File: config.mk
export PLATFORM = sky130hd
export DESIGN_NAME = fgns_div
export DESIGN_NICKNAME = d
export VERILOG_FILES = /design/src/design/fgns_div.sv
export SDC_FILE = /design/constraint.sdc
export NUM_CORES = 1
export LEC_CHECK = 0
export BUFFER_PORTS_ARGS = -buffer_cell sky130_fd_sc_hd__buf_2
export CAP_MARGIN = 25
export CORE_MARGIN = 10
export CORE_UTILIZATION = 25
export CTS_CLUSTER_DIAMETER = 40
export CTS_CLUSTER_SIZE = 24
export DETAILED_ROUTE_END_ITERATION = 6
export GPL_ROUTABILITY_DRIVEN = 0
export GPL_TIMING_DRIVEN = 0
export SLEW_MARGIN = 5
export SYNTH_ARGS = -nofsm -noshare
export SYNTH_HDL_FRONTEND = slang
export SYNTH_SLANG_ARGS = --single-unit
File: constraint.sdc
create_clock -name clk -period 2.88 [get_ports clk]
set_input_delay 0.144 -clock clk [delete_from_list [all_inputs] [get_ports clk]]
set_output_delay 0.144 -clock clk [all_outputs]
set_load 0.02 [all_outputs]
File: src/design/fgns_div.sv
`timescale 1ns / 1ps
// Restoring divider, one quotient bit per cycle.
// Depends on nothing but its parameters.
module fgns_div #(
  parameter int NW = 16,
  parameter int DW = 16
) (
  input  logic          clk,
  input  logic          rst_n,
  input  logic          start,
  input  logic [NW-1:0] dividend,
  input  logic [DW-1:0] divisor,
  output logic          done,
  output logic [NW-1:0] quotient,
  output logic [DW-1:0] remainder
);
  localparam int CW = $clog2(NW + 1);

  logic [NW-1:0] quo_r;
  logic [DW-1:0] rem_r;
  logic [DW-1:0] dsr_r;
  logic [CW-1:0] cnt_r;
  logic          busy_r;
  logic          done_r;
  logic [DW:0]   trial;
  logic          take;

  assign trial = {rem_r, quo_r[NW-1]};
  assign take  = trial >= {1'b0, dsr_r};

  always_ff @(posedge clk) begin
    if (!rst_n) begin
      busy_r <= 1'b0;
      done_r <= 1'b0;
      cnt_r  <= '0;
    end else begin
      done_r <= 1'b0;
      if (start) begin
        busy_r <= 1'b1;
        cnt_r  <= CW'(NW);
        quo_r  <= dividend;
        rem_r  <= '0;
        dsr_r  <= divisor;
      end else if (busy_r) begin
        rem_r <= take ? DW'(trial - {1'b0, dsr_r}) : trial[DW-1:0];
        quo_r <= {quo_r[NW-2:0], take};
        cnt_r <= cnt_r - 1'b1;
        if (cnt_r == CW'(1)) begin
          busy_r <= 1'b0;
          done_r <= 1'b1;
        end
      end
    end
  end

  assign done      = done_r;
  assign quotient  = quo_r;
  assign remainder = rem_r;
endmodule

==> flow_summary_export.csv <==
group,metric,value,unit
global_route,grt_pass1_wl,13.6,mm
drt,dr.pass1.iters,4,
drt,drc_errors,0,
sta,period_minus_slack,2570,ps
sta,slew_headroom,43.4,%
floorplanning,die_w,134,um
synth,synth_warnings,0,
worst_setup_path,arrival,2590,ps
floorplanning,initial_core_util,25.6,%
power_and_ir_drop,p_per_area,591,mW/mm^2
placement,io_buffers,67,
synth,ys_async_sr_fraction,0,%
power_and_ir_drop,total_power,2330,uW
floorplanning,num_rows,41,
power_and_ir_drop,p_leak,0.00158,uW
synth,ys.flop_type,"edfxtp_1",
min_path,hp-class,"in2reg",
placement,dp_hpwl,6.38,mm
worst_setup_path,crit_chain,"ha_1, buf_6, a21o_1, a31oi_4, a21oi_4, o31a_1, buf_6, o22ai_1, a21oi_1",
drt,highest_layer,"met5",
cts,numCtsBuffers,5,
cts,cts_resized,0,
cts,clk_pin_slew,80,ps
cts,cts_max_level,2,
cts,holdBufCountCts,0,
drt,wl_per_cell,15.9,um
worst_setup_path,critPathRequiredTime,2900,ps
final_layout,syn_to_final_growth,22.4,%
synth,yosysTopAreaCell,"edfxtp_1",
synth,synth_edf_count,48,
synth,yosys-top-cells-area,"edfxtp_1, ha_1, mux2_2",
worst_setup_path,crit_family,"compound AO/OA/AOI/OAI gates",
worst_setup_path,path_class,"reg2reg",
worst_setup_path,timing.critical_path.buf_inv,2,
cts,cts_max_path_buffers,2,
sta,rsz0062_at_grt,"false",
floorplanning,ios,68,
synth,syn_area,0.00323,mm^2
drt,drt_first_iter_violations,158,
sta,slew_violations,0,
sta,setup_viol,0,
synth,synth_seq_cells,55,
floorplanning,core_area,0.0126,mm^2
drt,dr_total_vias,2468,
run_status,run_status,"finished clean",
global_route,grt_util_all_layers,9.25,%
cts,root_buffer,"clkbuf_16",
sta,worst_slew_pin_slew,849,ps
synth,synthCells,283,
final_layout,drive_gt1_share,31.0,%
cts,post_cts_buffers,0,
floorplanning,dieArea,0.0179,mm^2
power_and_ir_drop,peakVddDrop,0.263,mV
floorplanning,fp.dieH,134,um
job,maxCapViolations,0,
cts,clock-sinks,55,
worst_setup_path,cp_max_fo,10,
worst_setup_path,max_stage_delay,420,ps
worst_setup_path,cp-end-kind,"register",
sta,setup_tns,0,ps
drt,routed_via_density,4.66,
drt,wl_met1,3.58,mm
global_route,grt_max_degree,34,
synth,synth.most_common_cell,"edfxtp_1",
cts,clock_latency,300,ps
synth,avgSynthCellArea,11.4,um^2
synth,synth_top_area_share,44.7,%
final_layout,fillers,1326,
final_layout,multiInputGateArea,0.00150,mm^2
final_layout,antenna_cells,0,
drt,wl_met3,748,um
final_layout,regArea,0.00158,mm^2
worst_setup_path,cpMostUsedCell,"buf_6",
drt,finalWirelength,8.43,mm
sta,post-route-period-util,89.2,%
global_route,grt_pass1_vias,2607,
drt,wl_met2,4.05,mm
worst_setup_path,crit_slowest_cell,"edfxtp_1",
synth,seq_area_frac_synth,49.0,%
global_route,antenna_found_initial,1,
worst_setup_path,startpoint_type,"register",
final_layout,final_nets,411,
global_route,grt_overflow,0,
synth,synthDistinctLibCells,61,
sta,finalHoldViolCount,0,
drt,ant_nets,0,
cts,cts_tree,"yes",
sta,fmax,389,MHz
synth,synth_nets,337,
sta,skew,6.02,ps
synth,synthTopCellsByCount,"edfxtp_1, inv_1, ha_1",
## layout make-up
| type | instances | area share, % |
|---|---|---|
| buffer | 9 | 1.46 |
| clock buffer | 6 | 3.80 |
| clock inverter | 2 | 0.507 |
| inverter | 23 | 2.19 |
| multi-input combinational | 196 | 38.1 |
| sequential | 55 | 40.1 |
| tap | 172 | 5.45 |
| timing repair buffer | 67 | 8.49 |
## cells in the final DEF, fill, tap and decap left out, types with 8 or more instances in the layout
cell	instances
nand3_1	12
buf_2	68
nand2_1	11
o21ai_1	8
inv_1	21
nor2_1	13
mux2_2	15
edfxtp_1	48
ha_1	18
a21oi_1	17
## through the flow
step	hold slack, ps	instances	setup slack [ps]	utilization (%)	cell area, um^2
floorplan	243	283	424	-	3230
global placement	324	522	349	29.9	3780
detailed placement	322	522	330	29.9	3780
CTS	15.4	530	322	31.3	3950
global route	8.85	530	173	31.3	3950
finish	18.5	530	310	31.3	3950
## logic make-up (layout without fill, tap and decap cells)
logic type                 after synthesis  after routing  share of synthesized area (%)
AOI/OAI and AO/OA                       78             78                           17.6
and+or+nand+nor                         68             68                           11.4
DFF                                     55             55                           49.0
buffers and inverters                   32            107                           4.46
adders and majority gates               19             19                           7.60
muxes                                   19             19                           6.63
xor gates and xnor gates                12             12                           3.26
## registers in the layout, indices dropped and copies added (netlist names)
signal and cells:
done 1, busy_r 1, remainder 16, quotient 16, cnt_r 5, dsr_r 16
## worst register-to-register path, delay by kind of cell, from the launching register on
kind	cells	cell delay, ps
compound gates	6	1210
buf+inv	2	320
fa+ha+maj	1	330
flops	1	420
## final timing paths
path,from,to,slack (ps),cells past startpoint
max,remainder[3],remainder[10],310,9
min,divisor[6],dsr_r[6],20,1
max reg2reg,remainder[3],remainder[10],310,9
min reg2reg,cnt_r[1],cnt_r[1],510,2
## report_power, final
group	switching, uW	leakage [uW]	internal, uW
registers	38.7	0.000516	949
logic	386	0.000978	267
clock network	306	0.0000845	386
total	731	0.00158	1600
## layer usage
layer	global-route usage (%)	vias to the layer above
li1	-	1209
met1	11.0	1159
met2	15.5	92
met3	3.57	6
met4	1.87	2
met5	0	-
No activity file was read; power rests on OpenSTA's default activity.
