<file path="src/design/fgns_pkg.sv">
`timescale 1ns / 1ps
// Shared types and constants of the fractal gradient noise sampler.
// No dependencies; fgns_if, fgns_gen and the top level use it.
package fgns_pkg;

  localparam int TABLE_DEPTH_DEF = 4096;
  localparam int COORD_BITS_DEF  = 12;
  localparam int MAX_OCTAVES_DEF = 8;

  localparam int CFG_IDX_W  = 3;
  localparam int CFG_DATA_W = 24;

  typedef enum logic [CFG_IDX_W-1:0] {
    CFG_SCALE_LOG2,
    CFG_GRID_WIDTH,
    CFG_GRID_HEIGHT,
    CFG_OCTAVE_COUNT,
    CFG_PERSISTENCE,
    CFG_WRAP_MODE,
    CFG_SEED
  } cfg_idx_t;

  localparam logic [3:0]  SCALE_RESET   = 4'd6;
  localparam logic [6:0]  GRID_RESET    = 7'd8;
  localparam logic [3:0]  OCTAVE_RESET  = 4'd3;
  localparam logic [3:0]  PERSIST_RESET = 4'd3;
  localparam logic [1:0]  WRAP_RESET    = 2'd3;
  localparam logic [23:0] SEED_RESET    = 24'd7665074;

  // LCG multiplier 5265881563 split as KHI * 2^17 + KLO
  localparam logic [16:0] GEN_KLO = 17'd63963;
  localparam logic [15:0] GEN_KHI = 16'd40175;
  localparam logic [23:0] GEN_ADD = 24'd14702291;

  localparam logic [30:0] ONE_Q30 = 31'd1073741824;
  localparam logic [30:0] PC1 = 31'd1686629713;
  localparam logic [30:0] PC3 = 31'd693598668;
  localparam logic [30:0] PC5 = 31'd85569306;
  localparam logic [30:0] PC7 = 31'd5026996;
  localparam logic [30:0] PC9 = 31'd172272;

  localparam logic [16:0] INV_SQRT2_Q16 = 17'd46341;

  // weighted sum and weight sum for up to eight octaves of base 15
  localparam int NUM_W = 45;
  localparam int DEN_W = 28;

  typedef struct packed {
    logic        start;
    logic        load;
    logic [23:0] seed;
  } gen_req_t;

  typedef struct packed {
    logic        done;
    logic [31:0] word;
  } gen_rsp_t;

endpackage

</file>
<file path="src/design/fgns_gen.sv">
`timescale 1ns / 1ps
// Gradient generator: fractional LCG step, then cos and sin by a shared
// 31x31 polynomial multiplier. Depends on fgns_pkg.
module fgns_gen (
  input  logic               clk,
  input  logic               rst_n,
  input  fgns_pkg::gen_req_t req,
  output fgns_pkg::gen_rsp_t rsp
);
  import fgns_pkg::*;

  typedef enum logic [2:0] {G_IDLE, G_LO, G_HI, G_SUM, G_POLY} gstate_t;

  gstate_t     state_r;
  logic [23:0] g_r;
  logic [40:0] plo_r;
  logic [39:0] phi_r;
  logic [29:0] u_r;
  logic [30:0] arg_r;
  logic [30:0] u2_r;
  logic [30:0] pp_r;
  logic [2:0]  step_r;
  logic        pass_r;
  logic [14:0] sv_r;
  logic [1:0]  quad_r;
  logic        done_r;
  logic [31:0] word_r;

  logic [47:0] sum48;
  logic [30:0] ma, mb;
  logic [61:0] prod;
  logic [31:0] sh;
  logic [30:0] coef;
  logic [31:0] vcl;
  logic [31:0] vrnd;
  logic [14:0] q14;
  logic [15:0] cpos, spos, cneg, sneg;
  logic [15:0] cval, sval;

  assign sum48 = 48'(plo_r) + {phi_r[30:0], 17'b0} + {GEN_ADD, 24'b0};

  always_comb begin
    ma = (step_r == 3'd0 || step_r == 3'd5) ? arg_r : u2_r;
    case (step_r)
      3'd0:    mb = arg_r;
      3'd1:    mb = PC9;
      default: mb = pp_r;
    endcase
    case (step_r)
      3'd1:    coef = PC7;
      3'd2:    coef = PC5;
      3'd3:    coef = PC3;
      default: coef = PC1;
    endcase
  end

  assign prod = ma * mb;
  assign sh   = prod[61:30];
  assign vcl  = (sh > 32'(ONE_Q30)) ? 32'(ONE_Q30) : sh;
  assign vrnd = vcl + 32'd32768;
  assign q14  = vrnd[30:16];

  // second pass yields cos; sin was kept from the first
  assign cpos = {1'b0, q14};
  assign spos = {1'b0, sv_r};
  assign cneg = 16'd0 - cpos;
  assign sneg = 16'd0 - spos;

  always_comb begin
    case (quad_r)
      2'd0:    begin cval = cpos; sval = spos; end
      2'd1:    begin cval = sneg; sval = cpos; end
      2'd2:    begin cval = cneg; sval = sneg; end
      default: begin cval = spos; sval = cneg; end
    endcase
  end

  always_ff @(posedge clk) begin
    if (!rst_n) begin
      state_r <= G_IDLE;
      g_r     <= SEED_RESET;
      done_r  <= 1'b0;
      step_r  <= '0;
      pass_r  <= 1'b0;
    end else begin
      done_r <= 1'b0;
      case (state_r)
        G_IDLE: begin
          if (req.load) begin
            g_r <= req.seed;
          end else if (req.start) begin
            state_r <= G_LO;
          end
        end
        G_LO: begin
          plo_r   <= g_r * GEN_KLO;
          state_r <= G_HI;
        end
        G_HI: begin
          phi_r   <= g_r * GEN_KHI;
          state_r <= G_SUM;
        end
        G_SUM: begin
          g_r     <= sum48[47:24];
          quad_r  <= sum48[47:46];
          u_r     <= {sum48[45:24], 8'b0};
          arg_r   <= {1'b0, sum48[45:24], 8'b0};
          step_r  <= '0;
          pass_r  <= 1'b0;
          state_r <= G_POLY;
        end
        G_POLY: begin
          case (step_r)
            3'd0: begin
              u2_r   <= sh[30:0];
              step_r <= 3'd1;
            end
            3'd5: begin
              step_r <= '0;
              if (!pass_r) begin
                sv_r   <= q14;
                arg_r  <= ONE_Q30 - {1'b0, u_r};
                pass_r <= 1'b1;
              end else begin
                word_r  <= {sval, cval};
                done_r  <= 1'b1;
                state_r <= G_IDLE;
              end
            end
            default: begin
              pp_r   <= coef - sh[30:0];
              step_r <= step_r + 3'd1;
            end
          endcase
        end
        default: state_r <= G_IDLE;
      endcase
    end
  end

  assign rsp.done = done_r;
  assign rsp.word = word_r;
endmodule
</file>
<file path="config.mk">
export PLATFORM = sky130hd
export DESIGN_NAME = fgns_gen
export DESIGN_NICKNAME = d
export VERILOG_FILES = /design/src/design/fgns_pkg.sv /design/src/design/fgns_gen.sv
export SDC_FILE = /design/constraint.sdc
export NUM_CORES = 2
export LEC_CHECK = 0
export BUFFER_PORTS_ARGS = -buffer_cell sky130_fd_sc_hd__buf_2
export CAP_MARGIN = 10
export CORE_MARGIN = 2
export CORE_UTILIZATION = 50
export CTS_CLUSTER_DIAMETER = 40
export DETAILED_ROUTE_END_ITERATION = 10
export GPL_TIMING_DRIVEN = 0
export PLACE_DENSITY = 0.65
export SETUP_SLACK_MARGIN = 0.2
export SLEW_MARGIN = 40
export SYNTH_ARGS = -nofsm -noshare
export SYNTH_HDL_FRONTEND = slang
export SYNTH_SLANG_ARGS = --single-unit
</file>
<file path="constraint.sdc">
create_clock -name clk -period 17.1 [get_ports clk]
set_input_delay 1.71 -clock clk [delete_from_list [all_inputs] [get_ports clk]]
set_output_delay 1.71 -clock clk [all_outputs]
set_load 0.05 [all_outputs]
</file>
==> impl_metrics.prom <==
# TYPE chip_impl_metric gauge
chip_impl_info{name="run_status",value="completed"} 1
chip_impl_metric{name="drive_above_1_share",unit="%"} 6.030
chip_impl_metric{name="place_ws",unit="ns"} 1.281
chip_impl_metric{name="clock-skew-final",unit="ns"} 0.07365
chip_impl_metric{name="gpl.final_weighted_congestion",unit=""} 1.071
chip_impl_metric{name="grt.total_usage",unit="%"} 35.52
chip_impl_metric{name="maxCapViolations",unit=""} 0
chip_impl_info{name="critical_path.endpoint_type",value="flip-flop"} 1
chip_impl_metric{name="fin_cells",unit=""} 7783
chip_impl_info{name="grt_setup_unrepaired",value="false"} 1
chip_impl_metric{name="drt_drc_violations_left",unit=""} 0
chip_impl_info{name="clk_root_buffer_cell",value="sky130_fd_sc_hd__clkbuf_16"} 1
chip_impl_metric{name="worstRegToRegCells",unit=""} 42
chip_impl_metric{name="achievable-frequency",unit="GHz"} 0.06136
chip_impl_metric{name="syn_area_per_cell",unit="sq um"} 9.410
chip_impl_metric{name="r2r_setup_slack",unit="ns"} 0.80
chip_impl_metric{name="grt_pass1_wl",unit="mm"} 303.8
chip_impl_metric{name="synth.yosys.warnings",unit=""} 0
chip_impl_info{name="synth-main-ff-cell",value="sky130_fd_sc_hd__edfxtp_1"} 1
chip_impl_metric{name="synthesis.nets",unit=""} 7907
chip_impl_metric{name="avgRoutedWirePerCell",unit="um"} 26.12
chip_impl_metric{name="initial_cell_density_of_the_core",unit="%"} 50.36
chip_impl_metric{name="netlist.area_leader.share",unit="%"} 41.02
chip_impl_info{name="tritoncts",value="yes"} 1
chip_impl_metric{name="overflow",unit=""} 0
chip_impl_metric{name="fillCellCount",unit=""} 10375
chip_impl_info{name="cp-start-kind",value="flip-flop"} 1
chip_impl_metric{name="crit_fanout",unit=""} 10
chip_impl_metric{name="numClockSinks",unit=""} 242
chip_impl_info{name="synth_top_cell_by_area",value="sky130_fd_sc_hd__fa_1"} 1
chip_impl_info{name="timing.rr.end",value="word_r[14]$_DFFE_PP_"} 1
chip_impl_metric{name="max-clock-path-buffers",unit=""} 3
chip_impl_metric{name="async_reset_ff_share",unit="%"} 0
chip_impl_metric{name="finalSetupViolations",unit=""} 0
chip_impl_metric{name="hold-path-cell-count",unit=""} 2
chip_impl_metric{name="cts-htree-levels",unit=""} 2
chip_impl_metric{name="final.hold.worst_slack",unit="ns"} 0.5814
chip_impl_info{name="crit_family",value="simple AND/OR/NAND/NOR gates"} 1
chip_impl_metric{name="cts_inserted_buffers",unit=""} 37
chip_impl_metric{name="drt_iter0_drc",unit=""} 4278
chip_impl_metric{name="drv_slew",unit=""} 0
chip_impl_metric{name="fin_crit_sh",unit="%"} 95.31
chip_impl_info{name="critical_path.startpoint",value="step_r[0]$_SDFFE_PN0P_"} 1
chip_impl_metric{name="vias_in_the_first_global_route",unit=""} 47294
chip_impl_metric{name="std_cell_rows",unit=""} 124
chip_impl_metric{name="max-slew-margin-rel",unit="%"} 31.26
chip_impl_metric{name="dr.pass1.iters",unit=""} 7
chip_impl_info{name="synth_top_cells_by_area",value="sky130_fd_sc_hd__fa_1, sky130_fd_sc_hd__ha_1, sky130_fd_sc_hd__edfxtp_1"} 1
chip_impl_metric{name="design.final.nets",unit=""} 8028
chip_impl_metric{name="antenna_found_initial",unit=""} 5
chip_impl_metric{name="portbufs",unit=""} 59
chip_impl_metric{name="path_buf_inv",unit=""} 9
chip_impl_metric{name="insertion_delay",unit="ns"} 0.61
chip_impl_metric{name="synth-edff-count",unit=""} 210
chip_impl_metric{name="clk_transition_reported_paths",unit="ns"} 0.06
chip_impl_info{name="critical_path.slowest_cell",value="sky130_fd_sc_hd__nand2_1"} 1
chip_impl_metric{name="seq_total_area_yosys",unit="%"} 12.06
chip_impl_metric{name="setup-tns-final",unit="ns"} 0
chip_impl_metric{name="final_period_minus_worst_setup_slack",unit="ns"} 16.30
chip_impl_metric{name="die-area",unit="sq um"} 117900
chip_impl_metric{name="maximum_number_of_pins_on_one_net_before_global_route_repair",unit=""} 26
chip_impl_metric{name="top_level_ports",unit=""} 61
chip_impl_metric{name="routed_via_density",unit=""} 5.827
chip_impl_info{name="worstHoldEndpoint",value="step_r[1]$_SDFFE_PN0P_"} 1
chip_impl_info{name="hold_path.startpoint",value="step_r[1]$_SDFFE_PN0P_"} 1
chip_impl_metric{name="synth_cells",unit=""} 6120
chip_impl_info{name="most_numerous_cell_on_the_critical_path",value="sky130_fd_sc_hd__fa_1"} 1
chip_impl_metric{name="num_vias",unit=""} 45348
chip_impl_metric{name="arrival",unit="ns"} 16.64
chip_impl_metric{name="ctsHoldBuffers",unit=""} 0
chip_impl_metric{name="syn_area",unit="sq um"} 57590
chip_impl_metric{name="worst_pin_slew",unit="ns"} 1.002
chip_impl_metric{name="syn2layout_area_growth",unit="%"} 7.211
chip_impl_info{name="hold_path.class",value="flip-flop to flip-flop"} 1
chip_impl_metric{name="core-area",unit="sq um"} 114300
chip_impl_metric{name="dp_hpwl",unit="mm"} 169.6
chip_impl_metric{name="hold_viol_final",unit=""} 0
chip_impl_metric{name="timing.critical_path.required",unit="ns"} 17.44
chip_impl_metric{name="critical_path_s_largest_stage_delay",unit="ns"} 0.82
chip_impl_metric{name="setup_slack",unit="ns"} 0.8021
chip_impl_metric{name="yosys_register_bits",unit=""} 242
chip_impl_metric{name="place.detailed.instances",unit=""} 7714
chip_impl_metric{name="drt-total-wl",unit="mm"} 203.3
chip_impl_info{name="critical_path.reg2reg.startpoint",value="step_r[0]$_SDFFE_PN0P_"} 1
chip_impl_metric{name="fp.dieH",unit="um"} 343.4
chip_impl_metric{name="route.antenna.remaining_nets",unit=""} 0
chip_impl_info{name="worst-setup-path-type",value="flip-flop to flip-flop"} 1
chip_impl_metric{name="die_w",unit="um"} 343.4
chip_impl_metric{name="post_synth_num_cell_types",unit=""} 109
## metal layers
| metal | vias to the layer above | share of wire [%] | routed length, um | track usage (%) |
|---|---|---|---|---|
| met5 | - | 0.0059 | 12 | 0 |
| met4 | 2 | 8.7 | 17700 | 24.41 |
| met3 | 690 | 10 | 20230 | 7.880 |
| met2 | 2390 | 44 | 89750 | 54.84 |
| met1 | 22944 | 37 | 75610 | 44.71 |
| li1 | 19322 | - | - | - |
## stage by stage
step / util [%] / area [sq um]
floorplan: - / 57590
global placement: 52.27 / 59770
detailed placement: 52.82 / 60400
CTS: 53.92 / 61660
global route: 53.99 / 61730
finish: 53.99 / 61740
## cell families after synthesis
family	synth area share, %
adder cells (fa/ha/maj)	53.60
AND/OR/NAND/NOR	12.68
buffers and inverters	10.39
AO/OA/AOI/OAI	7.450
flip-flops	12.06
XOR/XNOR	2.370
multiplexers	1.449
## how the worst max path moves through the flow
stage                     depth (start not counted)              endpoint
after floorplan                                  46  word_r[14]$_DFFE_PP_
after global placement                           44  word_r[14]$_DFFE_PP_
after detailed placement                         43  word_r[14]$_DFFE_PP_
after CTS                                        42  word_r[14]$_DFFE_PP_
after global routing                             43  word_r[14]$_DFFE_PP_
final                                            42  word_r[14]$_DFFE_PP_
## repair_timing
| item | in CTS | in global routing |
|---|---|---|
| endpoints found under the setup margin | 0 | 3 |
| hold endpoints to repair | 0 | 0 |
| gates resized for setup | 0 | 2 |
| setup buffers | 0 | 0 |
## placed cells by master (no fill, tap or decap), types with 41 or more instances in the layout
master / instances
sky130_fd_sc_hd__nor3_1: 58
sky130_fd_sc_hd__buf_2: 77
sky130_fd_sc_hd__a21oi_1: 151
sky130_fd_sc_hd__o21ai_0: 103
sky130_fd_sc_hd__edfxtp_1: 210
sky130_fd_sc_hd__nand2_1: 741
sky130_fd_sc_hd__fa_1: 1180
sky130_fd_sc_hd__nor2_1: 593
sky130_fd_sc_hd__ha_1: 579
sky130_fd_sc_hd__xor2_1: 43
sky130_fd_sc_hd__nand3_1: 41
sky130_fd_sc_hd__a21o_1: 42
sky130_fd_sc_hd__clkbuf_1: 148
sky130_fd_sc_hd__inv_1: 1350
sky130_fd_sc_hd__clkbuf_2: 50
sky130_fd_sc_hd__xnor2_1: 103
## flip-flops by register name (all words and copies together), names as in the netlist, 15 cells and up
signal  count
g_r        24
arg_r      23
u2_r       31
phi_r      31
sv_r       15
word_r     32
u_r        22
plo_r      23
pp_r       31
## final cells by class
cell class	instances	area (sq um)	share of cell area [%]
clock buffers	41	950.9	1.540
repair buffers	82	591.8	0.9586
flip-flops and latches	242	6959	11.27
plain buffers	224	938.4	1.520
multi-input cells	4295	44980	72.86
clock inverters	26	309.0	0.5006
diodes	2	5.005	0.008106
well taps	1512	1892	3.064
inverters	1359	5109	8.275
## worst register-to-register path: cells and delay by family, from the launching register on
kind                       cells  cell delay, ns
buffers and inverters          9            3.09
xor gates and xnor gates       2            1.09
AOI/OAI and AO/OA              4            1.22
DFF                            1            0.41
adders and majority gates     11            4.80
and+or+nand+nor               16            5.41
## cells in the mapped netlist (24+ instances only)
cell and count:
sky130_fd_sc_hd__clkbuf_1 193, sky130_fd_sc_hd__ha_1 579, sky130_fd_sc_hd__o21a_1 26, sky130_fd_sc_hd__nor3_1 59
sky130_fd_sc_hd__nand4_1 29, sky130_fd_sc_hd__and2_1 26, sky130_fd_sc_hd__fa_1 1180, sky130_fd_sc_hd__a21o_1 42
sky130_fd_sc_hd__nor2_1 596, sky130_fd_sc_hd__xor2_1 45, sky130_fd_sc_hd__a31oi_1 24, sky130_fd_sc_hd__o21ai_0 103
sky130_fd_sc_hd__or3_1 24, sky130_fd_sc_hd__a211oi_1 29, sky130_fd_sc_hd__a21oi_1 153, sky130_fd_sc_hd__edfxtp_1 210
sky130_fd_sc_hd__inv_1 1350, sky130_fd_sc_hd__dfxtp_1 32, sky130_fd_sc_hd__and3_1 24, sky130_fd_sc_hd__mux2_2 27
sky130_fd_sc_hd__nand2_1 746, sky130_fd_sc_hd__mux2i_1 35, sky130_fd_sc_hd__nand3_1 41, sky130_fd_sc_hd__xnor2_1 104
sky130_fd_sc_hd__nor2b_1 26, sky130_fd_sc_hd__a22oi_1 34, sky130_fd_sc_hd__a22o_1 24
Power is not shown: default switching activity piles up to over one toggle a cycle in this logic, so the estimate is an artifact.
